--- src/rtl/mva_pkg.sv ---
`timescale 1ns / 1ps
// ----------------------------------------------------------------------------
// mva_pkg: shared types and constants of the voice allocator
// Widths, message kinds, mode codes and the cell command record.
// ----------------------------------------------------------------------------
package mva_pkg;

  localparam int unsigned Voices    = 6;
  localparam int unsigned ListDepth = 24;
  localparam int unsigned VoiceW    = $clog2(Voices);
  localparam int unsigned IdxW      = 3;
  localparam int unsigned LenW      = $clog2(ListDepth + 1);

  localparam logic [3:0] KindNoteOff  = 4'h8;
  localparam logic [3:0] KindNoteOn   = 4'h9;
  localparam logic [3:0] KindPolyPres = 4'hA;
  localparam logic [3:0] KindCtrl     = 4'hB;
  localparam logic [6:0] CtrlSustain  = 7'h40;
  localparam logic [6:0] NoteReset    = 7'd60;

  localparam logic [1:0] ModeRotate   = 2'd0;
  localparam logic [1:0] ModeReset    = 2'd1;
  localparam logic [1:0] ModeReassign = 2'd2;

  // configuration register indexes
  localparam logic [0:0] RegChannelFilter = 1'b0;
  localparam logic [0:0] RegVoiceMode     = 1'b1;

  // list cell operation, same for every cell of the row
  typedef enum logic [2:0] {
    OP_HOLD,
    OP_SHIFT_UP,
    OP_SHIFT_DOWN,
    OP_SET_FRONT,
    OP_WRITE_AT,
    OP_COMPACT,
    OP_SORT_ODD,
    OP_SORT_EVEN
  } list_op_e;

  typedef struct packed {
    list_op_e          op;
    logic [VoiceW-1:0] value;
    logic [LenW-1:0]   pos;
  } list_cmd_t;

endpackage

--- src/rtl/mva_list_cell.sv ---
`timescale 1ns / 1ps
// ----------------------------------------------------------------------------
// mva_list_cell: one entry of the free-voice list
// Holds one voice number and exchanges it with its neighbors on command.
// ----------------------------------------------------------------------------
module mva_list_cell
  import mva_pkg::*;
(
  input  logic              clk_i,
  input  list_cmd_t         cmd_i,
  input  logic [LenW-1:0]   my_pos_i,
  input  logic [VoiceW-1:0] prev_i,
  input  logic [VoiceW-1:0] next_i,
  input  logic [VoiceW-1:0] comp_i,
  input  logic              comp_valid_i,
  output logic [VoiceW-1:0] value_o
);

  logic [VoiceW-1:0] val_q, val_d;

  // next value per command; in a compare-exchange the lower cell of a pair keeps the minimum
  always_comb begin
    val_d = val_q;
    case (cmd_i.op)
      OP_SHIFT_UP:   val_d = prev_i;
      OP_SHIFT_DOWN: val_d = next_i;
      OP_SET_FRONT:  if (my_pos_i == '0) val_d = cmd_i.value; else val_d = prev_i;
      OP_WRITE_AT:   if (my_pos_i == cmd_i.pos) val_d = cmd_i.value;
      OP_COMPACT:    if (comp_valid_i) val_d = comp_i;
      OP_SORT_ODD, OP_SORT_EVEN: begin
        if (my_pos_i[0] == (cmd_i.op == OP_SORT_ODD)) begin
          if (my_pos_i + LenW'(1) < cmd_i.pos && next_i < val_q) val_d = next_i;
        end else if (my_pos_i < cmd_i.pos && prev_i > val_q) begin
          val_d = prev_i;
        end
      end
      default: val_d = val_q;
    endcase
  end

  always_ff @(posedge clk_i) begin
    val_q <= val_d;
  end

  assign value_o = val_q;

endmodule

--- src/rtl/midi_voice_allocator_unit.sv ---
`timescale 1ns / 1ps
// Polyphonic voice allocator: each accepted transaction (a MIDI message or a
// reset event) updates six voices and then streams six voice-state
// transactions, last one marked by tlast. The free-voice list is a row of
// cells that shift, insert, compact and odd-even sort together, one step a
// cycle; the time an item takes, beyond output stalls, is dominated by the sort
// pass (list length plus one steps) and one compaction step per removed list
// entry. The next item is accepted once all six states of the previous one are
// taken.
// ----------------------------------------------------------------------------
// midi_voice_allocator_unit: top level
// Message decode, voice store, list sequencer and output stream.
// ----------------------------------------------------------------------------
module midi_voice_allocator_unit
  import mva_pkg::*;
(
  input  logic        clk_i,
  input  logic        rst_ni,
  input  logic        cfg_we_i,
  input  logic [0:0]  cfg_index_i,
  input  logic [4:0]  cfg_data_i,
  input  logic        s_axis_tvalid,
  output logic        s_axis_tready,
  input  logic [23:0] s_axis_tdata,  // status_byte[7:0], data_one[14:8], data_two[21:15]
  input  logic        s_axis_tuser,  // func
  output logic        m_axis_tvalid,
  input  logic        m_axis_tready,
  // voice_index[2:0], voice_gate[3], voice_note[10:4], voice_velocity[17:11],
  // voice_pressure[24:18]
  output logic [31:0] m_axis_tdata,
  output logic        m_axis_tlast   // last_voice
);

  localparam logic [4:0] S_IDLE = 5'd0,  S_DEC = 5'd1,  S_OFF = 5'd2,
    S_OFF_RM = 5'd3, S_OFF_PF = 5'd4, S_ON_FILL = 5'd5, S_SORT = 5'd6,
    S_MODE = 5'd7, S_POP = 5'd8, S_RE = 5'd9, S_RE_RM = 5'd10, S_RE_PF = 5'd11,
    S_FIN = 5'd12, S_OUT = 5'd13, S_PB = 5'd14, S_MODE2 = 5'd15;

  // where the push-back run continues
  localparam logic [2:0] RetFin = 3'd0, RetFill = 3'd1, RetPop = 3'd2;

  logic [4:0] st_q;
  logic signed [4:0] cf_q;
  logic [1:0] mode_q;
  logic [6:0] note_q [Voices], vel_q [Voices], pres_q [Voices];
  logic [Voices-1:0] gate_q;
  logic [LenW-1:0] len_q;
  logic sus_q;
  logic [7:0] stat_q;
  logic [6:0] d1_q, d2_q;
  logic [VoiceW-1:0] vi_q, next_q;
  logic [LenW-1:0] cnt_q;
  logic [LenW:0] rmp_q;
  logic [VoiceW-1:0] pb_q;
  logic [2:0] pbret_q;
  logic [VoiceW:0] oi_q;
  logic ov_q;
  logic found;
  logic [LenW:0] fpos;

  list_cmd_t cmd;
  logic [VoiceW-1:0] cell_v [ListDepth];
  logic [VoiceW-1:0] cprev [ListDepth], cnext [ListDepth], ccomp [ListDepth];
  logic ccv [ListDepth];

  // row of list cells; compaction drops the first match at fpos
  for (genvar g = 0; g < ListDepth; g++) begin : g_cell
    assign cprev[g] = (g == 0) ? cell_v[0] : cell_v[(g == 0) ? 0 : g-1];
    assign cnext[g] = (g == ListDepth-1) ? cell_v[g] : cell_v[(g == ListDepth-1) ? g : g+1];
    assign ccomp[g] = cnext[g];
    assign ccv[g]   = (LenW+1)'(g) >= fpos;
    mva_list_cell u_cell (
      .clk_i, .cmd_i(cmd), .my_pos_i(LenW'(g)),
      .prev_i(cprev[g]), .next_i(cnext[g]), .comp_i(ccomp[g]),
      .comp_valid_i(ccv[g]), .value_o(cell_v[g])
    );
  end

  logic [3:0] kind;
  logic chan_ok, any_on;
  logic [VoiceW-1:0] head;
  assign kind    = stat_q[7:4];
  assign chan_ok = cf_q[4] || (cf_q[3:0] == stat_q[3:0]);
  assign any_on  = |gate_q;
  assign head    = cell_v[0];

  // search for the first cell at or after rmp holding vi
  always_comb begin
    found = 1'b0;
    fpos  = '0;
    for (int k = ListDepth-1; k >= 0; k--) begin
      if ((LenW+1)'(k) >= rmp_q && (LenW+1)'(k) < {1'b0, len_q} && cell_v[k] == vi_q) begin
        found = 1'b1;
        fpos  = (LenW+1)'(k);
      end
    end
  end

  assign s_axis_tready = (st_q == S_IDLE) && !ov_q;

  // sequencer
  always_ff @(posedge clk_i or negedge rst_ni) begin
    if (!rst_ni) begin
      st_q <= S_IDLE; cf_q <= -5'sd1; mode_q <= ModeReassign;
      gate_q <= '0; len_q <= '0; sus_q <= 1'b0; ov_q <= 1'b0; oi_q <= '0;
      cnt_q <= '0; rmp_q <= '0; vi_q <= '0; next_q <= '0; pb_q <= '0; pbret_q <= RetFin;
      stat_q <= '0; d1_q <= '0; d2_q <= '0;
      for (int i = 0; i < Voices; i++) begin
        note_q[i] <= NoteReset; vel_q[i] <= '0; pres_q[i] <= '0;
      end
    end else begin
      if (cfg_we_i) begin
        if (cfg_index_i == RegChannelFilter) cf_q <= $signed(cfg_data_i);
        else mode_q <= cfg_data_i[1:0];
      end
      case (st_q)
        S_IDLE: if (s_axis_tvalid && s_axis_tready) begin
          stat_q <= s_axis_tdata[7:0];
          d1_q <= s_axis_tdata[14:8];
          d2_q <= s_axis_tdata[21:15];
          if (s_axis_tuser) begin
            gate_q <= '0; len_q <= '0; sus_q <= 1'b0;
            for (int i = 0; i < Voices; i++) begin vel_q[i] <= '0; pres_q[i] <= '0; end
            st_q <= S_FIN;
          end else st_q <= S_DEC;
        end
        S_DEC: begin
          if (!chan_ok) begin
            st_q <= S_FIN;
          end else if (kind == KindPolyPres) begin
            for (int i = 0; i < Voices; i++) if (note_q[i] == d1_q) pres_q[i] <= d2_q;
            st_q <= S_FIN;
          end else if (kind == KindCtrl) begin
            if (d1_q == CtrlSustain) begin
              sus_q <= d2_q[6];
              if (!d2_q[6]) begin
                gate_q <= '0; len_q <= '0; pb_q <= '0; pbret_q <= RetFin; st_q <= S_PB;
              end else st_q <= S_FIN;
            end else st_q <= S_FIN;
          end else if (kind == KindNoteOff || (kind == KindNoteOn && d2_q == '0)) begin
            if (!sus_q) begin vi_q <= '0; st_q <= S_OFF; end
            else st_q <= S_FIN;
          end else if (kind == KindNoteOn) begin
            if (len_q == '0) begin pb_q <= '0; pbret_q <= RetFill; st_q <= S_PB; end
            else st_q <= S_ON_FILL;
          end else begin
            st_q <= S_FIN;
          end
        end
        // push voices 0..n-1 to the back, then return
        S_PB: begin
          if (len_q < LenW'(ListDepth)) len_q <= len_q + LenW'(1);
          if (32'(pb_q) == Voices-1) begin
            case (pbret_q)
              RetFin:  st_q <= S_FIN;
              RetFill: st_q <= S_ON_FILL;
              default: st_q <= S_POP;
            endcase
          end
          pb_q <= pb_q + VoiceW'(1);
        end
        S_ON_FILL: begin cnt_q <= '0; st_q <= any_on ? S_MODE : S_SORT; end
        S_SORT: begin
          cnt_q <= cnt_q + LenW'(1);
          if (cnt_q >= len_q) st_q <= S_MODE;
        end
        S_MODE: begin
          if (mode_q == ModeReset && 32'(len_q) == Voices) begin
            gate_q <= '0; pb_q <= '0; pbret_q <= RetPop; st_q <= S_PB;
          end else begin
            st_q <= S_POP;
            if (mode_q == ModeReassign && len_q < LenW'(ListDepth)) len_q <= len_q + LenW'(1);
          end
        end
        S_POP: begin
          next_q <= head; len_q <= len_q - LenW'(1); vi_q <= '0; st_q <= S_RE;
        end
        S_OFF, S_RE: begin
          if (note_q[vi_q] == d1_q && (st_q == S_OFF || gate_q[vi_q])) begin
            gate_q[vi_q] <= 1'b0; vel_q[vi_q] <= d2_q; rmp_q <= '0;
            st_q <= (st_q == S_OFF) ? S_OFF_RM : S_RE_RM;
          end else if (32'(vi_q) == Voices-1) begin
            st_q <= (st_q == S_OFF) ? S_FIN : S_MODE2;
          end else vi_q <= vi_q + VoiceW'(1);
        end
        S_OFF_RM, S_RE_RM: begin
          if (found) begin rmp_q <= fpos; len_q <= len_q - LenW'(1); end
          else st_q <= (st_q == S_OFF_RM) ? S_OFF_PF : S_RE_PF;
        end
        S_OFF_PF, S_RE_PF: begin
          if (len_q < LenW'(ListDepth)) len_q <= len_q + LenW'(1);
          if (32'(vi_q) == Voices-1) st_q <= (st_q == S_OFF_PF) ? S_FIN : S_MODE2;
          else begin vi_q <= vi_q + VoiceW'(1); st_q <= (st_q == S_OFF_PF) ? S_OFF : S_RE; end
        end
        S_MODE2: begin
          if (32'(next_q) < Voices) begin
            gate_q[next_q] <= 1'b1; note_q[next_q] <= d1_q; vel_q[next_q] <= d2_q;
          end
          st_q <= S_FIN;
        end
        S_FIN: begin ov_q <= 1'b1; oi_q <= '0; st_q <= S_OUT; end
        S_OUT: if (m_axis_tready) begin
          if (32'(oi_q) == Voices-1) begin
            ov_q <= 1'b0; oi_q <= '0; st_q <= S_IDLE;
          end else oi_q <= oi_q + (VoiceW+1)'(1);
        end
        default: st_q <= S_IDLE;
      endcase
    end
  end

  // cell command per state
  always_comb begin
    cmd.op = OP_HOLD; cmd.value = '0; cmd.pos = len_q;
    case (st_q)
      S_PB: begin cmd.op = OP_WRITE_AT; cmd.value = pb_q; end
      S_SORT: cmd.op = cnt_q[0] ? OP_SORT_ODD : OP_SORT_EVEN;
      S_MODE: if (mode_q == ModeReassign) begin cmd.op = OP_WRITE_AT; cmd.value = head; end
      S_POP: cmd.op = OP_SHIFT_DOWN;
      S_OFF_RM, S_RE_RM: if (found) cmd.op = OP_COMPACT;
      S_OFF_PF, S_RE_PF: begin cmd.op = OP_SET_FRONT; cmd.value = vi_q; end
      default: cmd.op = OP_HOLD;
    endcase
  end

  logic [VoiceW-1:0] ov;
  assign ov = oi_q[VoiceW-1:0];
  assign m_axis_tvalid = ov_q && (st_q == S_OUT);
  assign m_axis_tlast  = 32'(oi_q) == Voices-1;
  assign m_axis_tdata  = {7'b0, pres_q[ov], vel_q[ov], note_q[ov], gate_q[ov], IdxW'(oi_q)};

endmodule

--- config.mk ---
export PLATFORM = sky130hd
export DESIGN_NAME = midi_voice_allocator_unit
export DESIGN_NICKNAME = d
export VERILOG_FILES = /design/src/rtl/mva_pkg.sv /design/src/rtl/mva_list_cell.sv /design/src/rtl/midi_voice_allocator_unit.sv
export SDC_FILE = /design/constraint.sdc
export NUM_CORES = 1
export LEC_CHECK = 0
export BUFFER_PORTS_ARGS = -buffer_cell sky130_fd_sc_hd__buf_4
export CORE_MARGIN = 2
export CORE_UTILIZATION = 45
export CTS_BUF_LIST = sky130_fd_sc_hd__clkbuf_8
export DETAILED_ROUTE_END_ITERATION = 12
export PLACE_DENSITY = 0.67
export SYNTH_ARGS = -nofsm -noshare
export SYNTH_HDL_FRONTEND = slang
export SYNTH_SLANG_ARGS = --single-unit
--- constraint.sdc ---
create_clock -name clk_i -period 4.4 [get_ports clk_i]
set_input_delay 0.22 -clock clk_i [delete_from_list [all_inputs] [get_ports clk_i]]
set_output_delay 0.22 -clock clk_i [all_outputs]
set_load 0.1 [all_outputs]
=== Yosys cells after proc, flatten, opt, wreduce, memory -nomap -nowiden ===
Cells that the tools add are included.
Widths: inputs -> output; s select.

* Reductions and logical operators: 178
* Bitwise gates (word level): 7
* Eq/ne operators: 219
* Magnitude comparators: 153
* Add/subtract/negate cells: 6
* Multiplexer cells: 329

{| class="wikitable"
|+ Operators by type and width
! operator !! number
|-
| $mux 3 || 142
|-
| $pmux 3 s5 || 23
|-
| $mux 42 || 6
|-
| $mux 6 || 36
|-
| $mux 5 || 26
|-
| $bwmux 42 || 3
|-
| $pmux 42 s3 || 1
|-
| $reduce_and 5->1 || 24
|-
| $mux 7 || 16
|-
| $logic_and 1x1->1 || 105
|-
| $ne 2x1->1 const B || 50
|-
| $ge 4x6->1 const A || 16
|-
| $ge 5x6->1 const A || 15
|-
| $bmux 7 s3 || 4
|-
| $pmux 42 s2 || 1
|-
| $lt 4x5->1 const A || 16
|-
| $lt 5x5->1 const A || 16
|-
| $eq 3x3->1 || 24
|-
| $gt 3x3->1 || 23
|-
| $lt 3x3->1 || 23
|-
| $ne 3x1->1 const B || 22
|-
| $ne 3x2->1 const B || 22
|-
| $pmux 5 s13 || 1
|-
| $ne 2x2->1 const B || 30
|-
| other kinds (79) || 247
|}

* Flip-flop bits (word level): 272
* Bits of input ports: 36
* Output and inout bits: 35
* Word-level logic and storage cells: 951

=== Longest topological paths before layout ===
Gate-level depths: netlist (run 1).

* Depth in word-level cells: 33
* Depth in mapped cells: 15

=== Cells and area by module ===
A second synthesis (run 1) with hierarchy kept.

* Cell total of the unflattened synthesis: 3588
* Area, all modules: 31630.3 um^2

{| class="wikitable"
|+ By module, submodules not included
! module !! cells each !! times used !! area each (um^2)
|-
| mva_list_cell at g_cell[0].u_cell ... || 96 || 20 || 775.7
|-
| midi_voice_allocator_unit || 1287 || 1 || 13020.0
|-
| mva_list_cell at g_cell[6].u_cell ... || 96 || 3 || 774.5
|-
| mva_list_cell at g_cell[9].u_cell || 93 || 1 || 772.0
|}

=== Least setup slack after synthesis (run 1) ===
No wires, ideal clock.

* Path kind: flip-flop to flip-flop
* Start: reg st_q[1]
* End: reg pres_q[0] (netlist name)
* Arrival time: 3.739 ns
* Period minus slack after synthesis: 3.864 ns
* Stages on the path, launching flop included: 13
* Setup time: 0.125 ns
* Setup slack: 0.536 ns
* Cell sequence: dfrtp_1 clkbuf_1 nor2_1 nand2_1 nor2_1 and2_1 clkbuf_1 a21oi_1 nor4_1 o21a_1 clkbuf_1 o21ai_1 mux2_2

* Longest elaborated chain between the ends: 5
* Elaborated cells on any way between the ends: 12

{| class="wikitable"
|+ Ends and longest elaborated chain
! element !! line !! source
|-
| start: declaration || midi_voice_allocator_unit.sv:42 || <nowiki>logic [4:0] st_q;</nowiki>
|-
| start signal: assignment || midi_voice_allocator_unit.sv:181 || <nowiki>st_q <= (st_q == S_OFF) ? S_OFF_RM : S_RE_RM;</nowiki>
|-
| start signal: assignment || midi_voice_allocator_unit.sv:183 || <nowiki>st_q <= (st_q == S_OFF) ? S_FIN : S_MODE2;</nowiki>
|-
| start signal: assignment || midi_voice_allocator_unit.sv:188 || <nowiki>else st_q <= (st_q == S_OFF_RM) ? S_OFF_PF : S_RE_PF;</nowiki>
|-
| $logic_not 5->1 || midi_voice_allocator_unit.sv:99 || <nowiki>assign s_axis_tready = (st_q == S_IDLE) && !ov_q;</nowiki>
|-
| $logic_and 1x1->1 || midi_voice_allocator_unit.sv:99 ||
|-
| net s_axis_tready || midi_voice_allocator_unit.sv:23 || <nowiki>output logic s_axis_tready,</nowiki>
|-
| $logic_and 1x1->1 || midi_voice_allocator_unit.sv:117 || <nowiki>S_IDLE: if (s_axis_tvalid && s_axis_tready) begin</nowiki>
|-
| $ne 2x1->1 (no line) || n/a ||
|-
| $reduce_and 6->1 (no line) || n/a ||
|-
| end signal: indexed assignment || midi_voice_allocator_unit.sv:109 || <nowiki>note_q[i] <= NoteReset; vel_q[i] <= '0; pres_q[i] <= '0;</nowiki>
|-
| end signal: indexed assignment || midi_voice_allocator_unit.sv:123 || <nowiki>for (int i = 0; i < Voices; i++) begin vel_q[i] <= '0; pres_q[i] <= '0; end</nowiki>
|-
| end: declaration || midi_voice_allocator_unit.sv:45 || <nowiki>logic [6:0] note_q [Voices], vel_q [Voices], pres_q [Voices];</nowiki>
|}

The timed path passes the listed nets, and every way through them passes these cells.
A chain may end at the register's enable or synchronous reset.

=== Worst setup path in the final report (run 1) ===
* Start: reg len_q[2]
* End: reg g_cell[20].u_cell.val_q[0] (enable)

* Longest elaborated chain between the ends: 33
* Elaborated cells on any way between the ends: 143

{| class="wikitable"
|+ Ends and longest elaborated chain
! element !! line !! source
|-
| start: declaration || midi_voice_allocator_unit.sv:47 || <nowiki>logic [LenW-1:0] len_q;</nowiki>
|-
| start signal: assignment || midi_voice_allocator_unit.sv:152 || <nowiki>if (len_q < LenW'(ListDepth)) len_q <= len_q + LenW'(1);</nowiki>
|-
| start signal: assignment || midi_voice_allocator_unit.sv:172 || <nowiki>if (mode_q == ModeReassign && len_q < LenW'(ListDepth)) len_q <= len_q + LenW'(1);</nowiki>
|-
| start signal: assignment || midi_voice_allocator_unit.sv:187 || <nowiki>if (found) begin rmp_q <= fpos; len_q <= len_q - LenW'(1); end</nowiki>
|-
| $lt 5x5->1 || midi_voice_allocator_unit.sv:92 || <nowiki>if ((LenW+1)'(k) >= rmp_q && (LenW+1)'(k) < {1'b0, len_q} && cell_v[k] == vi_q) begin</nowiki>
|-
| $logic_and 1x1->1 (2 in a row) || midi_voice_allocator_unit.sv:92 ||
|-
| $mux 1 (24 in a row) || midi_voice_allocator_unit.sv:92 ||
|-
| $mux 3 || midi_voice_allocator_unit.sv:220 || <nowiki>S_OFF_RM, S_RE_RM: if (found) cmd.op = OP_COMPACT;</nowiki>
|-
| $pmux 3 s6 || midi_voice_allocator_unit.sv:215 || <nowiki>case (st_q)</nowiki>
|-
| $eq 3x3->1, or another cell as far along || mva_list_cell.sv:24 || <nowiki>case (cmd_i.op)</nowiki>
|-
| $reduce_or 2->1 (on tied branches) || n/a ||
|-
| $ne 3x2->1 (no line), or another cell as far along || n/a ||
|-
| $reduce_and 5->1 (no line) * || n/a ||
|-
| end signal: assignment || mva_list_cell.sv:42 || <nowiki>val_q <= val_d;</nowiki>
|-
| end: declaration || mva_list_cell.sv:19 || <nowiki>logic [VoiceW-1:0] val_q, val_d;</nowiki>
|}

Every way passes the cells marked *; elsewhere a longest branch is shown, timed or not.

==> metrics, run 1 <==
outcome finished, final reports clean; largest cells by area after synthesis dfrtp_1 23%, edfxtp_1 12%, mux2_2 7.1%; starting density of the core 0.454; initial antenna violation count 0; Crit Path Class register to register; Post-synth EDFFs 72; core area 39500 sq um; RSZ-0062 raised after global routing no; Worst VDD drop 0.471 mV; DR DRC count 0; I/O pin count 71; crit-path max FO 12; Clk pin slew, worst setup/hold paths 0.06 ns; Netlist cell types 90; placed wire-length estimate 39000 um; Slew Viols, Final 0; Synth top area share 0.233; vias in the first global route 15371; clk_lat worst skew 0.66 ns; global-route wire length before repair 87700 um; CTS Sinks 269; Max clock buf depth 3; area added between synthesis and finish 14.3%; fmax 241 MHz; GRT overflow 0; hold crit path type primary input to register; Total GRT Usage 0.270; Die ar. 41500 sq um; Syn Area/Cell 10.2 sq um; Finished Layout Cells 2424; gpl congestion 0.993; Via density 6.19; Slew Limit Headroom 0.351; most instantiated cells after synthesis 167 x dfrtp_1, 113 x mux2_2, 110 x nand2_1, 104 x inv_1; H-tree levels 2; setup violators final 0; sequential-to-total area share from yosys stat 0.397; drt first pass iters 8; number of buffers created by CTS 48; Req. time, crit path 4.73 ns; n_diodes 0; Clock Skew 0.0609 ns; Syn. warnings 0; initial DRC count 1289; Fin Setup TNS 0 ns; Port Buffers 61; number of fill cells in the layout 3578; predominant post-synthesis flop cell dfrtp_1; largest net degree at the start of global routing 110; CP Launch Type register; Synth area leader dfrtp_1; via count 15006; CTS root buffer clkbuf_8; DP Cell Count 2304; P_leak 8.93 nW; layout cells sized above 1 0.222; chip width 204 um; fin crit period 4.15 ns; Async S/R FF share, synth 0.732; final layout net count 1973; final antenna-violating net count 0; most frequent cell after synthesis dfrtp_1; row count 73; number of hold violations in the final report 0; Slew @ Worst Pin 0.971 ns; drt wl/cell 23.0 um; Mapped Area 17900 sq um; power density over cell area 834 nW/um^2; height of the die 204 um; cell count after synthesis 1759; DRT Wirelength 55800 um; crit end category register; Arr. time, crit path 4.47 ns; CTS tree done; final worst path period share 0.942; max-capacitance violation count 0; number of synthesized register bits 269
==> cells by family after synthesis <==
kind of cell / synth area share
adders and majority gates: 0.0530
DFF: 0.397
muxes: 0.124
xor gates and xnor gates: 0.0625
buffers and inverters: 0.0564
other: 0.000209
AOI/OAI and AO/OA: 0.186
and+or+nand+nor: 0.121
==> final timing paths <==
path,start,end,depth (start not counted),slack [ns]
min reg2reg,pbret_q[0]$_DFFE_PN0P_,pbret_q[0]$_DFFE_PN0P_,2,0.48
max reg2reg,len_q[2]$_DFFE_PN0P_,g_cell[20].u_cell.value_o[0]$_DFFE_PP_,10,0.25
max in group asynchronous,rst_ni,note_q[23]$_DFFE_PN1P_,3,3.06
min in group asynchronous,rst_ni,pres_q[24]$_DFFE_PN0P_,2,0.28
max,len_q[2]$_DFFE_PN0P_,g_cell[20].u_cell.value_o[0]$_DFFE_PP_,10,0.25
min,s_axis_tuser,sus_q$_DFFE_PN0P_,5,0.16
==> cell type report <==
type	count	area [sq um]	share of cell area
tap	525	657	0.0320
inverter	105	394	0.0192
multi-input combinational	1262	9830	0.479
sequential	269	7140	0.348
timing repair buffer	175	1410	0.0689
clock inverter	29	268	0.0131
clock buffer	59	812	0.0396
==> registers in the layout, summed over array words and instances (netlist names), 3 cells and up <==
signal and cells:
cf_q 5, cnt_q 5, d1_q 7, d2_q 7, g_cell.u_cell.value_o 72, gate_q 6
len_q 5, next_q 3, note_q 42, oi_q 4, pb_q 3, pres_q 42
rmp_q 5, st_q 4, stat_q 8, vel_q 42, vi_q 3
==> worst max-delay path: stages, from the launching register on <==
cell and delay, ns:
dfrtp_1 0.57, and2_1 0.37, nor2_1 0.12, or4b_2 0.71, nand4_1 0.29, nor2b_1 0.18, a31o_2 0.31, nand2_1 0.37
o21ai_0 0.23, nor4_1 0.46, buf_4 0.20
==> metal layers <==
layer | routed length (um) | share of wire | GRT usage
met3 | 3650 | 0.066 | 0.0462
met5 | 0 | 0 | 0
met4 | 1900 | 0.034 | 0.102
met2 | 26200 | 0.47 | 0.440
met1 | 24000 | 0.43 | 0.360
==> metrics by stage <==
| step | hold slack, ns | setup slack (ns) | power (mW) | utilization | cell area, sq um |
|---|---|---|---|---|---|
| final | 0.164 | 0.254 | 17.1 | 0.519 | 20500 |
| after global routing | 0.169 | 0.0818 | 18.1 | 0.519 | 20500 |
| after CTS | 0.123 | 0.131 | 17.0 | 0.519 | 20500 |
| after detailed placement | 0.415 | 0.163 | 14.3 | 0.483 | 19100 |
| after global placement | 0.402 | 0.173 | 14.0 | 0.483 | 19100 |
| after floorplan | -0.0756 | 0.536 | 11.4 | - | 18000 |
==> cell usage in the layout (no fill, tap or decap), types with 7 or more instances in the layout <==
cell type / n
a211oi_1: 11
a21boi_0: 8
a21o_1: 27
a21oi_1: 67
a221o_1: 70
a22o_1: 51
a31oi_1: 28
and2_1: 12
and3_1: 15
buf_4: 141
clkbuf_8: 60
clkinv_2: 11
conb_1: 7
dfrtp_1: 164
dfstp_2: 30
dlygate4sd3_1: 32
edfxtp_1: 72
ha_1: 76
inv_1: 109
mux2_2: 113
mux2i_1: 29
mux4_2: 28
nand2_1: 110
nand2b_1: 23
nand3_1: 31
nand3b_1: 10
nand4_1: 16
nor2_1: 82
nor2b_1: 22
nor3_1: 37
nor4_1: 23
o211ai_1: 8
o21a_1: 10
o21ai_0: 71
o22ai_1: 26
o31ai_1: 13
or2_2: 8
or3_1: 9
xnor2_1: 70
xor2_1: 58
==> repair_timing <==
item                                    in CTS  in global routing
buffers inserted                             0                  0
gates resized for setup                      0                  2
hold buffers                                32                  0
endpoints found under the setup margin       0                  8
endpoints found under the hold margin      123                  0
==> where the power goes <==
part / internal, mW / total [mW] / leakage [nW] / switching (mW)
registers: 3.91 / 5.41 / 3.25 / 1.50
logic: 3.77 / 9.07 / 5.11 / 5.30
clock network: 1.47 / 2.63 / 0.578 / 1.16
No activity file was read; power rests on OpenSTA's default activity.
==> run 2, diff against run 1 <==
- GPL_TIMING_DRIVEN: unset -> 0
==> metrics, run 2 (synthesized netlist as in run 1, its figures left out) <==
outcome finished, final reports clean (unchanged); Clock Skew 0.0454 ns (was 0.0609 ns); I/O pin count 71 (unchanged); initial DRC count 1377 (was 1289); commonest non-fill, non-tap cell in the layout dfrtp_1 (unchanged); setup violators final 0 (unchanged); largest net degree at the start of global routing 109 (was 110); layout cells sized above 1 0.198 (was 0.222); drt wl/cell 25.7 um (was 23.0 um); P_leak 8.87 nW (was 8.93 nW); power density over cell area 838 nW/um^2 (was 834 nW/um^2); chip width 204 um (unchanged); CTS tree done (unchanged); Largest register FFs 72 (unchanged); CTS root buffer clkbuf_8 (unchanged); drt first pass iters 6 (was 8); DRT Wirelength 63800 um (was 55800 um); final layout net count 2025 (was 1973); max-capacitance violation count 0 (unchanged); CTS Sinks 269 (unchanged); Placed Area 19100 sq um (about the same); clk_lat worst skew 0.67 ns (was 0.66 ns); crit end category register (unchanged); CP Launch Type register (unchanged); Slew Viols, Final 0 (unchanged); Crit Path Class register to register (unchanged); Slew Limit Headroom 0.302 (was 0.351); vias in the first global route 15840 (was 15371); Total GRT Usage 0.309 (was 0.270); Fin Setup TNS 0 ns (unchanged); starting density of the core 0.454 (unchanged); Req. time, crit path 4.70 ns (was 4.73 ns); final antenna-violating net count 0 (unchanged); Finished Layout Cells 2479 (was 2424); Via density 6.32 (was 6.19); Die ar. 41500 sq um (unchanged); hold crit path type primary input to register (unchanged); Max clock buf depth 3 (unchanged); gpl congestion 1.02 (was 0.993); n_diodes 0 (unchanged); fin crit period 4.22 ns (was 4.15 ns); fmax 237 MHz (was 241 MHz); row count 73 (unchanged); DR DRC count 0 (unchanged); fin area 20600 sq um (was 20500 sq um); Clk pin slew, worst setup/hold paths 0.06 ns (about the same); number of hold violations in the final report 0 (unchanged); core area 39500 sq um (unchanged); crit-path max FO 10 (was 12); initial antenna violation count 0 (unchanged); GRT overflow 0 (unchanged); Slew @ Worst Pin 1.04 ns (was 0.971 ns); number of buffers created by CTS 50 (was 48); RSZ-0062 raised after global routing no (unchanged); most frequent cells in the layout 167 x dfrtp_1, 116 x inv_1, 113 x mux2_2 (was 164 x dfrtp_1, 141 x buf_4, 113 x mux2_2); H-tree levels 2 (unchanged); placed wire-length estimate 46000 um (was 39000 um); DP Cell Count 2354 (was 2304); Worst VDD drop 0.647 mV (was 0.471 mV); area added between synthesis and finish 14.9% (was 14.3%); via count 15673 (was 15006); Arr. time, crit path 4.51 ns (was 4.47 ns); global-route wire length before repair 96600 um (was 87700 um); height of the die 204 um (unchanged); final worst path period share 0.959 (was 0.942); Port Buffers 61 (unchanged)
-- run 2: cell count changes in the layout (fill, tap and decap cells not counted), sizes merged --
cell and delta:
clkinv +1, bufinv -3, dlygate4sd3 -1, buf -31, inv +7, clkbuf +83, clkinvlp -1
-- run 2: through the flow --
stage / hold WS, ns / utilization / setup WS, ns / total power [mW]
2_1_floorplan: -0.0756 / - / 0.536 / 11.4
5_1_grt: 0.0425 / 0.521 / 0.00964 / 18.2
3_5_place_dp: 0.298 / 0.484 / -0.371 / 14.3
4_1_cts: 0.00619 / 0.519 / 0.0127 / 16.9
3_3_place_gp: 0.433 / 0.482 / -0.277 / 14.1
6_report: 0.0575 / 0.521 / 0.181 / 17.3
-- run 2: path summary, 6_finish.rpt --
kind / startpoint / to / slack, ns / cells after the start
min in group asynchronous: rst_ni / cnt_q[4]$_DFFE_PN0P_ / 0.20 / 2
worst max-delay path: len_q[1]$_DFFE_PN0P_ / g_cell[16].u_cell.value_o[0]$_DFFE_PP_ / 0.18 / 12
worst min register to register: pbret_q[0]$_DFFE_PN0P_ / pbret_q[0]$_DFFE_PN0P_ / 0.48 / 2
max in group asynchronous: rst_ni / note_q[10]$_DFFE_PN1P_ / 3.23 / 3
worst min-delay path: cfg_index_i / cf_q[4]$_DFFE_PN1P_ / 0.06 / 3
worst max register to register: len_q[1]$_DFFE_PN0P_ / g_cell[16].u_cell.value_o[0]$_DFFE_PP_ / 0.18 / 12
-- run 2: worst max-delay path, cell delays in order, from the launching register on --
cell	delay, ns
dfrtp_1	0.42
clkbuf_2	0.27
inv_1	0.13
ha_1	0.21
o21ai_0	0.41
nand4_1	0.29
and4b_1	0.33
nor2b_1	0.14
clkbuf_1	0.23
a31o_2	0.36
and2_1	0.28
a221o_1	0.38
nor4_4	0.42
-- run 2: what timing repair did --
| action | in CTS | in global routing |
|---|---|---|
| setup buffers | 0 | 1 |
| resized for setup | 9 | 17 |
| endpoints found under the setup margin | 30 | 45 |
| endpoints found under the hold margin | 117 | 0 |
| pin swaps | 0 | 1 |
| hold buffers | 31 | 0 |
-- run 2: layout make-up --
cell class	instances	area [sq um]
Fill cell	3579	18900
Multi-Input combinational cell	1262	9950
Sequential cell	269	7130
Timing Repair Buffer	96	833
Clock buffer	60	826
Tap cell	525	657
Buffer	129	624
Inverter	105	394
Clock inverter	33	205
-- run 2: power breakdown --
| part | switching (mW) | internal, mW | total (mW) |
|---|---|---|---|
| clock | 1.18 | 1.32 | 2.50 |
| combinational | 6.09 | 3.69 | 9.77 |
| sequential | 1.10 | 3.91 | 5.00 |
-- run 2: routing by layer --
metal / track usage / vias up / wire length [um]
li1: - / 6873 / -
met1: 0.396 / 7729 / 25100
met2: 0.489 / 884 / 29400
met3: 0.0622 / 187 / 5800
met4: 0.173 / 0 / 3450
met5: 0 / - / 0
==> run 3, diff against run 2 <==
- PLACE_DENSITY: 0.67 -> 0.69
- clock period: 4.4 -> 3.64 ns (I/O delays scaled with it)
==> metrics, run 3 (synthesized netlist as in run 1, its figures left out) <==
drt first pass iters 8 (was 6); Fin Setup TNS 0 ns (unchanged); vias in the first global route 15735 (was 15840); gpl congestion 0.993 (was 1.02); via count 15722 (was 15673); DR DRC count 0 (unchanged); Psw 10.4 mW (was 8.37 mW); Arr. time, crit path 3.92 ns (was 4.51 ns); Clk pin slew, worst setup/hold paths 0.07 ns (was 0.06 ns); Max clock buf depth 3 (unchanged); CTS Sinks 269 (unchanged); GRT overflow 0 (unchanged); final worst path period share 0.990 (was 0.959); RSZ-0062 raised after global routing yes (was no); Via density 6.30 (was 6.32); number of buffers created by CTS 50 (unchanged); Largest register FFs 72 (unchanged); number of hold violations in the final report 0 (unchanged); clock group share of total power 0.140 (was 0.145); n_diodes 0 (unchanged); Worst VDD drop 0.561 mV (was 0.647 mV); Clock Skew 0.0489 ns (was 0.0454 ns); clk_lat worst skew 0.67 ns (about the same); starting density of the core 0.454 (unchanged); Placed Area 19200 sq um (was 19100 sq um); P_leak 9.16 nW (was 8.87 nW); Total GRT Usage 0.309 (about the same); largest net degree at the start of global routing 107 (was 109); Slew Limit Headroom 0.299 (was 0.302); global-route wire length before repair 96500 um (was 96600 um); final antenna-violating net count 0 (unchanged); core area 39500 sq um (unchanged); crit-path max FO 10 (unchanged); CP Launch Type register (unchanged); Req. time, crit path 3.96 ns (was 4.70 ns); Slew Viols, Final 0 (unchanged); initial DRC count 1527 (was 1377); row count 73 (unchanged); Logic pwr share 0.578 (was 0.566); placed wire-length estimate 47200 um (was 46000 um); internal power 11.3 mW (was 8.91 mW); fmax 277 MHz (was 237 MHz); layout cells sized above 1 0.246 (was 0.198); Die ar. 41500 sq um (unchanged); part of the power in registers 0.281 (was 0.290); Port Buffers 61 (unchanged); Sw Share 0.480 (was 0.484); most frequent cells in the layout 165 x dfrtp_1, 128 x inv_1, 113 x mux2_2 (was 167 x dfrtp_1, 116 x inv_1, 113 x mux2_2); CTS root buffer clkbuf_8 (unchanged); fin area 21400 sq um (was 20600 sq um); outcome finished, final reports clean (unchanged); max-capacitance violation count 0 (unchanged); area added between synthesis and finish 19.5% (was 14.9%); initial antenna violation count 0 (unchanged); drt wl/cell 25.7 um (about the same); final layout net count 2041 (was 2025); DRT Wirelength 64100 um (was 63800 um); Slew @ Worst Pin 1.05 ns (was 1.04 ns); H-tree levels 2 (unchanged); setup violators final 0 (unchanged); Tot Pwr 21.8 mW (was 17.3 mW); height of the die 204 um (unchanged); Crit Path Class register to register (unchanged); commonest non-fill, non-tap cell in the layout dfrtp_1 (unchanged); hold crit path type primary input to register (unchanged); power density over cell area 1010 nW/um^2 (was 838 nW/um^2); fin crit period 3.60 ns (was 4.22 ns); post-layout util 0.542 (was 0.521); CTS tree done (unchanged); crit end category register (unchanged); chip width 204 um (unchanged); I/O pin count 71 (unchanged)
## run 3: changes by cell type in the layout (fill, tap and decap cells not counted), moves of 10 or more
cell	change
buf_4	+17
clkbuf_1	-13
inv_1	+12
o22ai_1	-10
o22ai_2	+10
## run 3: worst paths after layout
| path | start | endpoint | slack [ns] | depth (start not counted) |
|---|---|---|---|---|
| max in group asynchronous | rst_ni | note_q[39]$_DFFE_PN1P_ | 2.50 | 3 |
| worst max register to register | rmp_q[1]$_DFFE_PN0P_ | g_cell[16].u_cell.value_o[2]$_DFFE_PP_ | 0.04 | 10 |
| worst max-delay path | rmp_q[1]$_DFFE_PN0P_ | g_cell[16].u_cell.value_o[2]$_DFFE_PP_ | 0.04 | 10 |
| worst min-delay path | s_axis_tuser | st_q[2]$_DFFE_PN0P_ | 0.09 | 5 |
| worst min register to register | pbret_q[0]$_DFFE_PN0P_ | pbret_q[0]$_DFFE_PN0P_ | 0.48 | 2 |
| min in group asynchronous | rst_ni | len_q[4]$_DFFE_PN0P_ | 0.20 | 2 |
## run 3: repair_timing
item                                   in CTS  in global routing
hold buffers                               35                  0
buffers inserted                           18                  1
gates resized for setup                   109                 64
setup endpoints to repair                 147                114
pin swaps                                  16                  9
cloned                                      0                  0
endpoints found under the hold margin     133                  0
## run 3: layer usage
metal  track usage  vias up  share of wire
li1              -     6911              -
met1         0.394     7750           0.40
met2         0.500      852           0.46
met3        0.0534      209          0.080
met4         0.167        0          0.056
met5             0        -              0
## run 3: power groups by stage
stage	sequential, mW	clock (mW)	combinational (mW)
3_3_place_gp	6.03	0	11.1
6_report	6.12	3.05	12.6
5_1_grt	6.23	3.23	13.4
2_1_floorplan	5.53	0	8.27
4_1_cts	6.04	3.09	12.0
3_5_place_dp	6.06	0	11.3
## run 3: through the flow
step,worst slack [ns],hold slack (ns),std cells
after detailed placement,-0.932,0.290,2355
after floorplan,0.0148,-0.114,1765
after global placement,-1.31,0.403,2351
final,0.0355,0.0875,2495
after global routing,-0.0649,0.0922,2495
after CTS,-0.0307,0.0524,2496
## run 3: layout make-up
type | count | area (sq um)
Buffer | 122 | 709
Clock buffer | 56 | 771
Clock inverter | 37 | 259
Fill cell | 3421 | 18100
Inverter | 105 | 395
Multi-Input combinational cell | 1262 | 10500
Sequential cell | 269 | 7130
Tap cell | 525 | 657
Timing Repair Buffer | 119 | 1020
## run 3: worst max-delay path, stage by stage, from the launching register on
cell	delay, ns
dfrtp_1	0.40
clkbuf_2	0.23
o21a_1	0.29
or4_1	0.61
nand4_1	0.25
nor2b_1	0.07
buf_2	0.18
a31o_4	0.27
and2_2	0.22
a221o_1	0.35
nor4_4	0.37
